==> src/rtl/pwt_pkg.sv <==
// ----------------------------------------------------------------------------
// pwt_pkg
// Shared types and constants for the protobuf wire field tokenizer: result
// kinds, end status codes, length width and the record that the front part
// hands to the back part through the queue.
// ----------------------------------------------------------------------------
package pwt_pkg;

  // Width of a length-delimited field's length; longer ones flag truncation.
  localparam int LENGTH_BITS = 32;

  // Records between front and back.
  localparam int QDEPTH = 4;
  localparam int QPTR_W = $clog2(QDEPTH);

  localparam logic [2:0] KIND_VARINT  = 3'd0;
  localparam logic [2:0] KIND_FIXED64 = 3'd1;
  localparam logic [2:0] KIND_LENGTH  = 3'd2;
  localparam logic [2:0] KIND_PAYLOAD = 3'd3;
  localparam logic [2:0] KIND_FIXED32 = 3'd4;
  localparam logic [2:0] KIND_END     = 3'd5;

  localparam logic [2:0] WIRE_VARINT  = 3'd0;
  localparam logic [2:0] WIRE_FIXED64 = 3'd1;
  localparam logic [2:0] WIRE_LENGTH  = 3'd2;
  localparam logic [2:0] WIRE_FIXED32 = 3'd5;

  localparam logic [1:0] ST_OK      = 2'd0;
  localparam logic [1:0] ST_TRUNC   = 2'd1;
  localparam logic [1:0] ST_MALF    = 2'd2;
  localparam logic [1:0] ST_MISSING = 2'd3;

  // Everything one input byte causes: at most one field result and one
  // message-end result.
  typedef struct packed {
    logic        dat_v;
    logic [2:0]  kind;
    logic [31:0] field_id;
    logic [2:0]  wire_code;
    logic [63:0] field_value;
    logic        end_v;
    logic [1:0]  end_status;
  } rec_t;

endpackage

==> src/rtl/pwt_front.sv <==
// ----------------------------------------------------------------------------
// pwt_front
// Accepts message bytes, runs the key/value/length/payload decoder and pushes
// one record per byte that causes any result.
// ----------------------------------------------------------------------------
module pwt_front (
  input  logic                clk,
  input  logic                rst_n,
  input  logic                in_valid,
  output logic                in_stall,
  input  logic [7:0]          in_data_byte,
  input  logic                in_last_byte,
  input  logic [31:0]         required_field,
  input  logic                q_full,
  output logic                q_push,
  output pwt_pkg::rec_t       q_rec
);

  typedef enum logic [2:0] {
    PH_KEY,
    PH_VALUE,
    PH_FIXED,
    PH_LENGTH,
    PH_PAYLOAD,
    PH_ERROR
  } phase_t;

  phase_t                          phase_r, phase_nxt;
  logic [63:0]                     acc_r, acc_nxt;
  logic [3:0]                      idx_r, idx_nxt;
  logic [31:0]                     field_r, field_nxt;
  logic [2:0]                      wire_r, wire_nxt;
  logic [pwt_pkg::LENGTH_BITS-1:0] rem_r, rem_nxt;
  logic                            seen_r, seen_nxt;
  logic [1:0]                      err_r, err_nxt;

  logic                            accept;
  logic [1:0]                      errc;
  logic [6:0]                      sh7;
  logic [63:0]                     vacc;
  logic [63:0]                     facc;
  logic [pwt_pkg::LENGTH_BITS-1:0] rem_dec;
  pwt_pkg::rec_t                   rec;

  assign in_stall = q_full;
  assign accept   = in_valid && !q_full;
  assign errc     = in_last_byte ? pwt_pkg::ST_TRUNC : pwt_pkg::ST_MALF;
  assign sh7      = {idx_r, 3'b000} - {3'b000, idx_r};
  assign vacc     = acc_r | (64'(in_data_byte[6:0]) << sh7);
  assign facc     = acc_r | (64'(in_data_byte) << {idx_r[2:0], 3'b000});
  assign rem_dec  = (rem_r == '0) ? rem_r : rem_r - pwt_pkg::LENGTH_BITS'(1);

  always_comb begin
    phase_nxt = phase_r;
    acc_nxt   = acc_r;
    idx_nxt   = idx_r;
    field_nxt = field_r;
    wire_nxt  = wire_r;
    rem_nxt   = rem_r;
    seen_nxt  = seen_r;
    err_nxt   = err_r;
    rec       = '0;

    unique case (phase_r)
      PH_KEY, PH_VALUE, PH_LENGTH: begin
        if (idx_r >= 4'd9 && in_data_byte[7:1] != 7'd0) begin
          err_nxt   = errc;
          phase_nxt = PH_ERROR;
          acc_nxt   = '0;
          idx_nxt   = '0;
        end else if (in_data_byte[7]) begin
          acc_nxt = vacc;
          idx_nxt = idx_r + 4'd1;
        end else begin
          acc_nxt = '0;
          idx_nxt = '0;
          if (phase_r == PH_KEY) begin
            if (vacc[63:3] == 61'd0 || vacc[63:35] != 29'd0) begin
              err_nxt   = errc;
              phase_nxt = PH_ERROR;
            end else begin
              field_nxt = vacc[34:3];
              wire_nxt  = vacc[2:0];
              if (required_field != 32'd0 && vacc[34:3] == required_field) begin
                seen_nxt = 1'b1;
              end
              unique case (vacc[2:0])
                pwt_pkg::WIRE_VARINT:  phase_nxt = PH_VALUE;
                pwt_pkg::WIRE_FIXED64: begin
                  phase_nxt = PH_FIXED;
                  rem_nxt   = pwt_pkg::LENGTH_BITS'(8);
                end
                pwt_pkg::WIRE_LENGTH:  phase_nxt = PH_LENGTH;
                pwt_pkg::WIRE_FIXED32: begin
                  phase_nxt = PH_FIXED;
                  rem_nxt   = pwt_pkg::LENGTH_BITS'(4);
                end
                default: begin
                  err_nxt   = errc;
                  phase_nxt = PH_ERROR;
                end
              endcase
            end
          end else if (phase_r == PH_VALUE) begin
            rec.dat_v       = 1'b1;
            rec.kind        = pwt_pkg::KIND_VARINT;
            rec.field_id    = field_r;
            rec.wire_code   = pwt_pkg::WIRE_VARINT;
            rec.field_value = vacc;
            phase_nxt       = PH_KEY;
          end else if ((vacc >> pwt_pkg::LENGTH_BITS) != 64'd0) begin
            // A length no message can satisfy counts as truncation.
            err_nxt   = pwt_pkg::ST_TRUNC;
            phase_nxt = PH_ERROR;
          end else begin
            rec.dat_v       = 1'b1;
            rec.kind        = pwt_pkg::KIND_LENGTH;
            rec.field_id    = field_r;
            rec.wire_code   = pwt_pkg::WIRE_LENGTH;
            rec.field_value = vacc;
            rem_nxt         = vacc[pwt_pkg::LENGTH_BITS-1:0];
            phase_nxt       = (vacc == 64'd0) ? PH_KEY : PH_PAYLOAD;
          end
        end
      end
      PH_FIXED: begin
        acc_nxt = facc;
        idx_nxt = idx_r + 4'd1;
        rem_nxt = rem_dec;
        if (rem_dec == '0) begin
          rec.dat_v       = 1'b1;
          rec.kind        = (wire_r == pwt_pkg::WIRE_FIXED64) ? pwt_pkg::KIND_FIXED64
                                                            : pwt_pkg::KIND_FIXED32;
          rec.field_id    = field_r;
          rec.wire_code   = wire_r;
          rec.field_value = facc;
          acc_nxt         = '0;
          idx_nxt         = '0;
          phase_nxt       = PH_KEY;
        end
      end
      PH_PAYLOAD: begin
        rec.dat_v       = 1'b1;
        rec.kind        = pwt_pkg::KIND_PAYLOAD;
        rec.field_id    = field_r;
        rec.wire_code   = pwt_pkg::WIRE_LENGTH;
        rec.field_value = 64'(in_data_byte);
        rem_nxt         = rem_dec;
        if (rem_dec == '0) begin
          phase_nxt = PH_KEY;
        end
      end
      PH_ERROR: begin
      end
      default: begin
      end
    endcase

    if (in_last_byte) begin
      rec.end_v = 1'b1;
      if (err_nxt != pwt_pkg::ST_OK) begin
        rec.end_status = err_nxt;
      end else if (phase_nxt != PH_KEY || idx_nxt != 4'd0) begin
        rec.end_status = pwt_pkg::ST_TRUNC;
      end else if (required_field != 32'd0 && !seen_nxt) begin
        rec.end_status = pwt_pkg::ST_MISSING;
      end else begin
        rec.end_status = pwt_pkg::ST_OK;
      end
      // The next message starts from a clean decoder.
      phase_nxt = PH_KEY;
      acc_nxt   = '0;
      idx_nxt   = '0;
      field_nxt = '0;
      wire_nxt  = '0;
      rem_nxt   = '0;
      seen_nxt  = 1'b0;
      err_nxt   = pwt_pkg::ST_OK;
    end
  end

  assign q_push = accept && (rec.dat_v || rec.end_v);
  assign q_rec  = rec;

  always_ff @(posedge clk) begin
    if (!rst_n) begin
      phase_r <= PH_KEY;
      acc_r   <= '0;
      idx_r   <= '0;
      field_r <= '0;
      wire_r  <= '0;
      rem_r   <= '0;
      seen_r  <= 1'b0;
      err_r   <= pwt_pkg::ST_OK;
    end else if (accept) begin
      phase_r <= phase_nxt;
      acc_r   <= acc_nxt;
      idx_r   <= idx_nxt;
      field_r <= field_nxt;
      wire_r  <= wire_nxt;
      rem_r   <= rem_nxt;
      seen_r  <= seen_nxt;
      err_r   <= err_nxt;
    end
  end

endmodule

==> src/rtl/pwt_fifo.sv <==
// ----------------------------------------------------------------------------
// pwt_fifo
// Short record queue between the decoder front and the result back end.
// ----------------------------------------------------------------------------
module pwt_fifo (
  input  logic          clk,
  input  logic          rst_n,
  input  logic          push,
  input  pwt_pkg::rec_t push_rec,
  input  logic          pop,
  output pwt_pkg::rec_t head,
  output logic          empty,
  output logic          full
);

  pwt_pkg::rec_t               mem_r [pwt_pkg::QDEPTH];
  logic [pwt_pkg::QPTR_W-1:0]  wr_ptr_r;
  logic [pwt_pkg::QPTR_W-1:0]  rd_ptr_r;
  logic [pwt_pkg::QPTR_W:0]    count_r, count_nxt;

  assign head  = mem_r[rd_ptr_r];
  assign empty = (count_r == '0);
  assign full  = (count_r == (pwt_pkg::QPTR_W + 1)'(pwt_pkg::QDEPTH));

  always_comb begin
    count_nxt = count_r;
    if (push && !pop) begin
      count_nxt = count_r + (pwt_pkg::QPTR_W + 1)'(1);
    end else if (pop && !push) begin
      count_nxt = count_r - (pwt_pkg::QPTR_W + 1)'(1);
    end
  end

  always_ff @(posedge clk) begin
    if (push) begin
      mem_r[wr_ptr_r] <= push_rec;
    end
  end

  always_ff @(posedge clk) begin
    if (!rst_n) begin
      wr_ptr_r <= '0;
      rd_ptr_r <= '0;
      count_r  <= '0;
    end else begin
      if (push) begin
        wr_ptr_r <= wr_ptr_r + pwt_pkg::QPTR_W'(1);
      end
      if (pop) begin
        rd_ptr_r <= rd_ptr_r + pwt_pkg::QPTR_W'(1);
      end
      count_r <= count_nxt;
    end
  end

endmodule

==> src/rtl/pwt_back.sv <==
// ----------------------------------------------------------------------------
// pwt_back
// Unpacks queued records into result beats, one per cycle while not stalled,
// held in an output register until the consumer takes them.
// ----------------------------------------------------------------------------
module pwt_back (
  input  logic          clk,
  input  logic          rst_n,
  input  pwt_pkg::rec_t head,
  input  logic          q_empty,
  output logic          q_pop,
  output logic          out_valid,
  input  logic          out_stall,
  output logic [2:0]    out_kind,
  output logic [31:0]   out_field_id,
  output logic [2:0]    out_wire_code,
  output logic [63:0]   out_field_value,
  output logic [1:0]    out_end_status,
  output logic          out_last_of_run
);

  logic        valid_r;
  logic        sub_r, sub_nxt;
  logic [2:0]  kind_r;
  logic [31:0] field_r;
  logic [2:0]  wire_r;
  logic [63:0] value_r;
  logic [1:0]  status_r;
  logic        last_r;

  logic        load;
  logic        take_data;

  // A record's field result goes out first; sub_r marks it as already sent.
  assign load      = !q_empty && (!valid_r || !out_stall);
  assign take_data = head.dat_v && !sub_r;
  assign q_pop     = load && !(take_data && head.end_v);
  assign sub_nxt   = take_data && head.end_v;

  always_ff @(posedge clk) begin
    if (!rst_n) begin
      valid_r <= 1'b0;
      sub_r   <= 1'b0;
    end else if (load) begin
      valid_r <= 1'b1;
      sub_r   <= sub_nxt;
    end else if (!out_stall) begin
      valid_r <= 1'b0;
    end
  end

  always_ff @(posedge clk) begin
    if (load) begin
      if (take_data) begin
        kind_r   <= head.kind;
        field_r  <= head.field_id;
        wire_r   <= head.wire_code;
        value_r  <= head.field_value;
        status_r <= pwt_pkg::ST_OK;
        last_r   <= !head.end_v;
      end else begin
        kind_r   <= pwt_pkg::KIND_END;
        field_r  <= '0;
        wire_r   <= '0;
        value_r  <= '0;
        status_r <= head.end_status;
        last_r   <= 1'b1;
      end
    end
  end

  assign out_valid       = valid_r;
  assign out_kind        = kind_r;
  assign out_field_id    = field_r;
  assign out_wire_code   = wire_r;
  assign out_field_value = value_r;
  assign out_end_status  = status_r;
  assign out_last_of_run = last_r;

endmodule

==> src/rtl/protobuf_wire_field_tokenizer.sv <==
// Results go through the record queue and the output register before they appear.
// Throughput: one byte per cycle while in_stall is low; a byte that yields a field
// result and message end makes two beats, absorbed by the queue and output register.
// Reset: synchronous, active low; clears the decoder, the queue, the output valid
// and the required field register to zero.
// ----------------------------------------------------------------------------
// protobuf_wire_field_tokenizer
// Protobuf wire-format tokenizer: splits keys into field number and wire type
// and emits varint, fixed, length and payload results plus a message status.
// ----------------------------------------------------------------------------
module protobuf_wire_field_tokenizer (
  input  logic        clk,
  input  logic        rst_n,
  input  logic        cfg_wr_en,
  input  logic [31:0] cfg_wr_data,
  input  logic        in_valid,
  output logic        in_stall,
  input  logic [7:0]  in_data_byte,
  input  logic        in_last_byte,
  output logic        out_valid,
  input  logic        out_stall,
  output logic [2:0]  out_kind,
  output logic [31:0] out_field_id,
  output logic [2:0]  out_wire_code,
  output logic [63:0] out_field_value,
  output logic [1:0]  out_end_status,
  output logic        out_last_of_run
);

  logic [31:0]   required_field_r;
  logic          q_push;
  logic          q_pop;
  logic          q_empty;
  logic          q_full;
  pwt_pkg::rec_t q_rec;
  pwt_pkg::rec_t q_head;

  always_ff @(posedge clk) begin
    if (!rst_n) begin
      required_field_r <= '0;
    end else if (cfg_wr_en) begin
      required_field_r <= cfg_wr_data;
    end
  end

  pwt_front u_front (
    .clk            (clk),
    .rst_n          (rst_n),
    .in_valid       (in_valid),
    .in_stall       (in_stall),
    .in_data_byte   (in_data_byte),
    .in_last_byte   (in_last_byte),
    .required_field (required_field_r),
    .q_full         (q_full),
    .q_push         (q_push),
    .q_rec          (q_rec)
  );

  pwt_fifo u_fifo (
    .clk      (clk),
    .rst_n    (rst_n),
    .push     (q_push),
    .push_rec (q_rec),
    .pop      (q_pop),
    .head     (q_head),
    .empty    (q_empty),
    .full     (q_full)
  );

  pwt_back u_back (
    .clk             (clk),
    .rst_n           (rst_n),
    .head            (q_head),
    .q_empty         (q_empty),
    .q_pop           (q_pop),
    .out_valid       (out_valid),
    .out_stall       (out_stall),
    .out_kind        (out_kind),
    .out_field_id    (out_field_id),
    .out_wire_code   (out_wire_code),
    .out_field_value (out_field_value),
    .out_end_status  (out_end_status),
    .out_last_of_run (out_last_of_run)
  );

  // The queue never takes a record it has no room for.
  assert property (@(posedge clk) disable iff (!rst_n) q_push |-> !q_full)
    else $error("record pushed into full queue");

  // The second beat of a run is already queued when the first one is shown.
  assert property (@(posedge clk) disable iff (!rst_n)
    out_valid && !out_last_of_run |=> out_valid)
    else $error("run ended without its last beat");

  // Only the message-end beat carries a status.
  assert property (@(posedge clk) disable iff (!rst_n)
    out_valid && out_kind != pwt_pkg::KIND_END |-> out_end_status == pwt_pkg::ST_OK)
    else $error("status on a field beat");

  // A message-end beat always closes its run.
  assert property (@(posedge clk) disable iff (!rst_n)
    out_valid && out_kind == pwt_pkg::KIND_END |-> out_last_of_run)
    else $error("message end not last of run");

endmodule

==> config.mk <==
export PLATFORM = sky130hd
export DESIGN_NAME = protobuf_wire_field_tokenizer
export DESIGN_NICKNAME = d
export VERILOG_FILES = /design/src/rtl/pwt_pkg.sv /design/src/rtl/pwt_front.sv /design/src/rtl/pwt_fifo.sv /design/src/rtl/pwt_back.sv /design/src/rtl/protobuf_wire_field_tokenizer.sv
export SDC_FILE = /design/constraint.sdc
export NUM_CORES = 1
export LEC_CHECK = 0
export BUFFER_PORTS_ARGS = -buffer_cell sky130_fd_sc_hd__buf_2
export CORE_MARGIN = 4
export CORE_UTILIZATION = 31
export CTS_BUF_LIST = sky130_fd_sc_hd__clkbuf_4 sky130_fd_sc_hd__clkbuf_8
export DETAILED_ROUTE_END_ITERATION = 10
export GPL_ROUTABILITY_DRIVEN = 0
export PLACE_DENSITY = 0.45
export SETUP_SLACK_MARGIN = 0.4
export SLEW_MARGIN = 30
export SYNTH_ARGS = -nofsm -noshare
export SYNTH_HDL_FRONTEND = slang
export SYNTH_HIERARCHICAL = 1
export SYNTH_SLANG_ARGS = --single-unit
==> constraint.sdc <==
create_clock -name clk -period 12.6 [get_ports clk]
set_input_delay 1.89 -clock clk [delete_from_list [all_inputs] [get_ports clk]]
set_output_delay 1.89 -clock clk [all_outputs]
set_load 0.03 [all_outputs]
# Word-level counts from Yosys, hierarchy flattened
# Memories as Yosys holds them, arrays and structs flattened. A register that Yosys moved wholly into a read port is not among the register bits.
# Cells that the tools add are included.
[totals]
output_inout_bits = 107
ramBits = 424
n_memories = 1
reg_bits = 287
inputBits = 46
[mem_list]
columns = ["name", "words", "word_bits", "read_ports", "rd_clocked_by_memory_dff", "write_ports", "line_no", "rtl"]
rows = [
  ["u_fifo.mem_r", 4, 106, 1, 1, 1, "pwt_fifo.sv:16", "pwt_pkg::rec_t mem_r [pwt_pkg::QDEPTH];"],
]
[classes]
addsub = 7
n_shift = 2
n_lt_le_gt_ge = 1
n_eq_ne = 20
n_mux = 80
bitwise = 2
reduce_logical = 51
[ops]
columns = ["cell", "count"]
rows = [
  ["$mux W103", 6],
  ["$mux W32", 14],
  ["$pmux W103 S3", 1],
  ["$mux W64", 4],
  ["$or A64 B64 Y64", 2],
  ["$pmux W32 S2", 2],
  ["$pmux W64 S2", 1],
  ["$logic_not A32 Y1", 2],
  ["$logic_not A64 Y1", 1],
  ["$reduce_bool A64 Y1", 1],
  ["$shl A7 B7 Y64", 1],
  ["$shl A8 B6 Y64", 1],
  ["$logic_not A61 Y1", 1],
  ["$mux W3", 19],
  ["$eq A32 B32 Y1", 1],
  ["$reduce_bool A32 Y1", 1],
  ["$sub A32 B1 Y32 const B", 1],
  ["$mux W2", 15],
  ["$reduce_bool A29 Y1", 1],
  ["$mux W4", 4],
  ["$logic_and A1 B1 Y1", 11],
  ["$mux W1", 11],
  ["$logic_not A1 Y1", 10],
  ["$eq A3 B1 Y1 const B", 3],
  ["29 further kinds", 49],
]

# Logic depth before layout (Yosys ltp)
[depth]
ltp_word = 23
ltp_mapped = 24

# By module
# The synthesis kept the hierarchy.
[modules_own_cells]
columns = ["mod", "instances", "area_per_inst_um2", "cells_per_inst", "seq_area_each_um2"]
rows = [
  ["pwt_fifo", 1, 15733.8, 597, 12912.4],
  ["pwt_front", 1, 12064.1, 1676, 2822.7],
  ["pwt_back", 1, 3986.3, 231, 3193.1],
  ["protobuf_wire_field_tokenizer", 1, 1243.7, 103, 640.6],
]

# Worst setup path after synthesis
# Ideal clock, no wire load.
[synth_timing]
path_kind = "in2reg"
from = "in out_stall"
to = "reg u_fifo/count_r[2] in the netlist's numbering"
setup_time_ns = 0.076
arrival_ns = 8.605
setup_slack_ns = 3.919
path_stages = 9
required_ns = 12.524
path_cell_list = "a21oi_1 > a21boi_0 > inv_1 > ha_1 > inv_1 > fa_1 > xor2_1 > or3_1 > a21boi_0"
[synth_via]
elab_chain_len = 7
word_cells_on_any_way = 9
cone_classes = "mux: 1; reduce/logical: 8"
[synth_rtl]
columns = ["item", "line_no", "rtl"]
rows = [
  ["from (decl)", "protobuf_wire_field_tokenizer.sv:21", "input logic out_stall,"],
  ["$logic_not A1 Y1 *", "pwt_back.sv:35", "assign load = !q_empty && (!valid_r || !out_stall);"],
  ["$logic_or A1 B1 Y1 *", "pwt_back.sv:35", ""],
  ["$logic_and A1 B1 Y1 *", "pwt_back.sv:35", ""],
  ["$logic_and A1 B1 Y1 *", "pwt_back.sv:37", "assign q_pop = load && !(take_data && head.end_v);"],
  ["named net q_pop", "protobuf_wire_field_tokenizer.sv:32", "logic q_pop;"],
  ["$logic_not A1 Y1", "pwt_fifo.sv:27", "if (push && !pop) begin"],
  ["$logic_and A1 B1 Y1", "pwt_fifo.sv:27", ""],
  ["$mux W3 or $reduce_bool A2 Y1 (tied branches)", "-", ""],
  ["to (signal assigned)", "pwt_fifo.sv:52", "count_r <= count_nxt;"],
  ["to (decl)", "pwt_fifo.sv:19", "logic [pwt_pkg::QPTR_W:0] count_r, count_nxt;"],
]
# Mark *: on every way through the listed nets, which the timed path passes. The rest lies on a longest branch.
# A chain may end at the register's enable or synchronous reset.

==> impl_metrics.csv <==
group,metric,value,unit
status,status,"complete, no violations",
timing,clock-skew-final,0.0753,ns
pwr,totalPowerFinal,0.00755,W
floorplanning,die_h,334,µm
pwr,p_leak,13.2,nW
critical_path,required,12.98,ns
grt,antenna_found_initial,6,
floorplanning,rows,119,
placed_design,io_buffer_count,152,
pwr,ir_drop,0.113,mV
detailed_routing,first_pass_iters,6,
floorplanning,dieWidth,334,µm
hold_path,hold_path_depth,2,
yosys,synth_cells,2607,
yosys,synth_edf_count,529,
grt,grt_max_degree,106,
grt,grt_first_pass_wirelength,164000,µm
clocking,cts-resized-gates,0,
critical_path,r2r-start,"u_front/idx_r[1]$_SDFFE_PN0P_",
floorplanning,core_area,106000,µm²
critical_path,cp-end-kind,"register",
detailed_routing,via_per_inst,5.54,
clocking,cts_made_buffers,131,
critical_path,path_class,"reg2reg",
clocking,holdBufCountCts,0,
detailed_routing,final_antenna_net_count,0,
grt,track_usage,19.7,%
hold_path,min_from,"u_front/field_r[15]$_SDFFE_PN0P_",
final_layout,drive_gt1_share,21.2,%
clocking,root_buffer,"clkbuf_8",
yosys,synthArstFlopShare,0,%
floorplanning,pin_count,153,
timing,fin_setup_tns,0,ns
hold_path,hold_class,"reg2reg",
grt,grt_overflow,0,
yosys,synth_top_cell_by_area,"edfxtp_1",
floorplanning,start_util,31.3,%
final_layout,num-nets-final,2811,
clocking,cts_tree,"yes",
clocking,cts.clk_slew.worst_paths,0.07,ns
final_layout,fillers,10261,
yosys,syn_area,33000,µm²
timing,slew_headroom,17.1,%
floorplanning,die_area,112000,µm²
detailed_routing,drt-wirelength-per-cell,26.3,µm
job,maxCapViolCount,0,
clocking,cts_buffer_depth,3,
critical_path,critPathLaunch,"u_front/idx_r[1]$_SDFFE_PN0P_",
clocking,cts-htree-levels,4,
yosys,synth-seq-cells,713,
timing,tightest_slew,1.23,ns
critical_path,crit_path_start_kind,"register",
timing,fmax,120,MHz
yosys,synth_top_flop_cell,"edfxtp_1",
detailed_routing,num_vias,23558,
yosys,synth_cell_type_count,92,
critical_path,cp_data_arrival_time,8.73,ns
grt,grt_pass1_vias,23596,
placed_design,hpwl,76400,µm
detailed_routing,drt_iter0_drc,2676,
yosys,yosys-top-cells-area,"edfxtp_1, dfxtp_1, mux4_2",
clocking,postCtsSetupBuffers,0,
timing,setup_violations,0,
timing,maxSlewViolCount,0,
final_layout,area_growth,14.5,%
yosys,synth-seq-area-share,59.2,%
clocking,numClockSinks,713,
clocking,worstSkewPairLatency,0.83,ns
timing,finalCriticalPeriod,8.35,ns
yosys,yosysWarnings,6,
timing,finalCritPeriodShare,66.3,%
detailed_routing,finalWirelength,112000,µm
timing,hold_viol_final,0,
critical_path,cp_max_fo,55,
yosys,syn_avg_cell_area,12.7,µm²
yosys,synthesis.nets,2664,
pwr,p_per_area,200,nW/µm²
timing,rsz0062_at_grt,"false",
critical_path,worstRegToRegCells,17,
yosys,yosysTopAreaCellShare,48.1,%
detailed_routing,drc,0,
## layout make-up
type / instances / area [µm²] / share of cell area, %
flip-flops and latches: 713 / 19600 / 51.8
multi-input cells: 1663 / 12500 / 33.0
clock buffers: 179 / 2210 / 5.85
well taps: 1391 / 1740 / 4.60
repair buffers: 213 / 1260 / 3.34
clock inverters: 58 / 403 / 1.06
inverters: 32 / 120 / 0.317
diodes: 5 / 12.5 / 0.0331
## sequential cells by signal (all words and copies together) (netlist names), named ones only
register and count:
required_field_r 32, u_back/out_end_status 2, u_back/out_field_id 32, u_back/out_field_value 64, u_back/out_kind 3, u_back/out_last_of_run 1, u_back/out_valid 1, u_back/out_wire_code 3
u_back/sub_r 1, u_fifo/count_r 3, u_fifo/mem_r 424, u_fifo/rd_ptr_r 2, u_fifo/wr_ptr_r 2, u_front/acc_r 64, u_front/err_r 2, u_front/field_r 32
u_front/idx_r 4, u_front/phase_r 3, u_front/rem_r 32, u_front/seen_r 1, u_front/wire_r 3
## cell families after synthesis
family	Yosys count	synth area share, %
flip-flops	713	59.2
adder cells (fa/ha/maj)	11	0.439
XOR/XNOR	45	1.19
AND/OR/NAND/NOR	822	13.6
AO/OA/AOI/OAI	597	12.2
buffers and inverters	231	3.34
multiplexers	188	9.93
## per-layer routing
metal / track usage [%] / vias to the layer above / part of all wire (%)
li1: - / 10368 / -
met2: 29.8 / 1211 / 44
met5: 0 / - / 0
met1: 26.4 / 11672 / 42
met3: 5.03 / 307 / 8.8
met4: 9.52 / 0 / 4.8
## synthesized netlist by cell type, drive strengths merged (22+ instances only)
cell type,n
nor3,33
nor2b,137
xor2,25
and2,171
nand2,137
a31oi,27
or3,22
mux4,110
nand2b,26
a22oi,59
nand3,39
inv,31
nor4,43
mux2i,71
o21ai,74
edfxtp,529
o22ai,110
clkbuf,135
nor2,128
dfxtp,184
a21oi,129
buf,64
## placed cells by master, fill, tap and decap left out, types with 20 or more instances in the layout
cell type,netlist,layout
a21oi_1,128,123
a22oi_1,59,59
a31oi_1,27,25
and2_1,171,167
buf_2,32,151
buf_4,4,57
clkbuf_4,0,40
clkbuf_8,0,139
clkinv_1,1,27
dfxtp_1,184,180
edfxtp_1,529,529
inv_1,30,30
mux2i_1,71,71
mux4_2,110,110
nand2_1,137,135
nand2b_1,26,26
nand3_1,39,39
nor2_1,127,125
nor2b_1,136,136
nor3_1,32,30
nor4_1,41,40
o21ai_0,70,68
o22ai_1,110,110
or3_1,22,21
xnor2_1,20,20
xor2_1,25,24
## report_power, final
part	internal (W)	leakage, nW	total, W	switching (W)
Combinational	0.000768	5.12	0.00226	0.00149
Clock	0.00123	1.38	0.00222	0.000993
Sequential	0.00291	6.67	0.00307	0.000163
Total	0.00491	13.2	0.00755	0.00265
## path summary, 6_finish.rpt
path | slack (ns) | endpoint
min | 0.46 | u_front/field_r[15]$_SDFFE_PN0P_
max reg2reg | 4.25 | u_fifo/mem_r[2][103]$_DFFE_PP_
max | 4.25 | u_fifo/mem_r[2][103]$_DFFE_PP_
min reg2reg | 0.46 | u_front/field_r[15]$_SDFFE_PN0P_
## worst max-delay path: stages (launching register included)
cell	delay [ns]
dfxtp_1	0.90
inv_1	0.23
ha_1	1.00
mux2_4	0.38
a221oi_2	0.33
nor4_1	0.14
buf_4	0.24
a211o_1	0.29
a2111oi_0	0.40
nand4b_1	0.27
o41ai_1	0.77
nand2_2	0.14
a31oi_2	0.21
buf_4	0.35
nor2_1	0.07
nor2_1	0.41
and2_4	0.81
buf_4	0.78
## metrics by stage
stage | hold WS (ns) | utilization (%) | std cells | instance area (µm²) | worst slack (ns)
finish | 0.457 | 35.8 | 4254 | 37800 | 4.25
detailed placement | 0.454 | 33.3 | 4012 | 35200 | 4.33
global placement | 0.453 | 33.2 | 4010 | 35100 | 4.32
floorplan | 0.426 | - | 2607 | 33000 | 3.92
CTS | 0.460 | 35.8 | 4249 | 37800 | 4.36
global route | 0.465 | 35.8 | 4250 | 37800 | 3.86
Power figures use the tool's default switching activity.
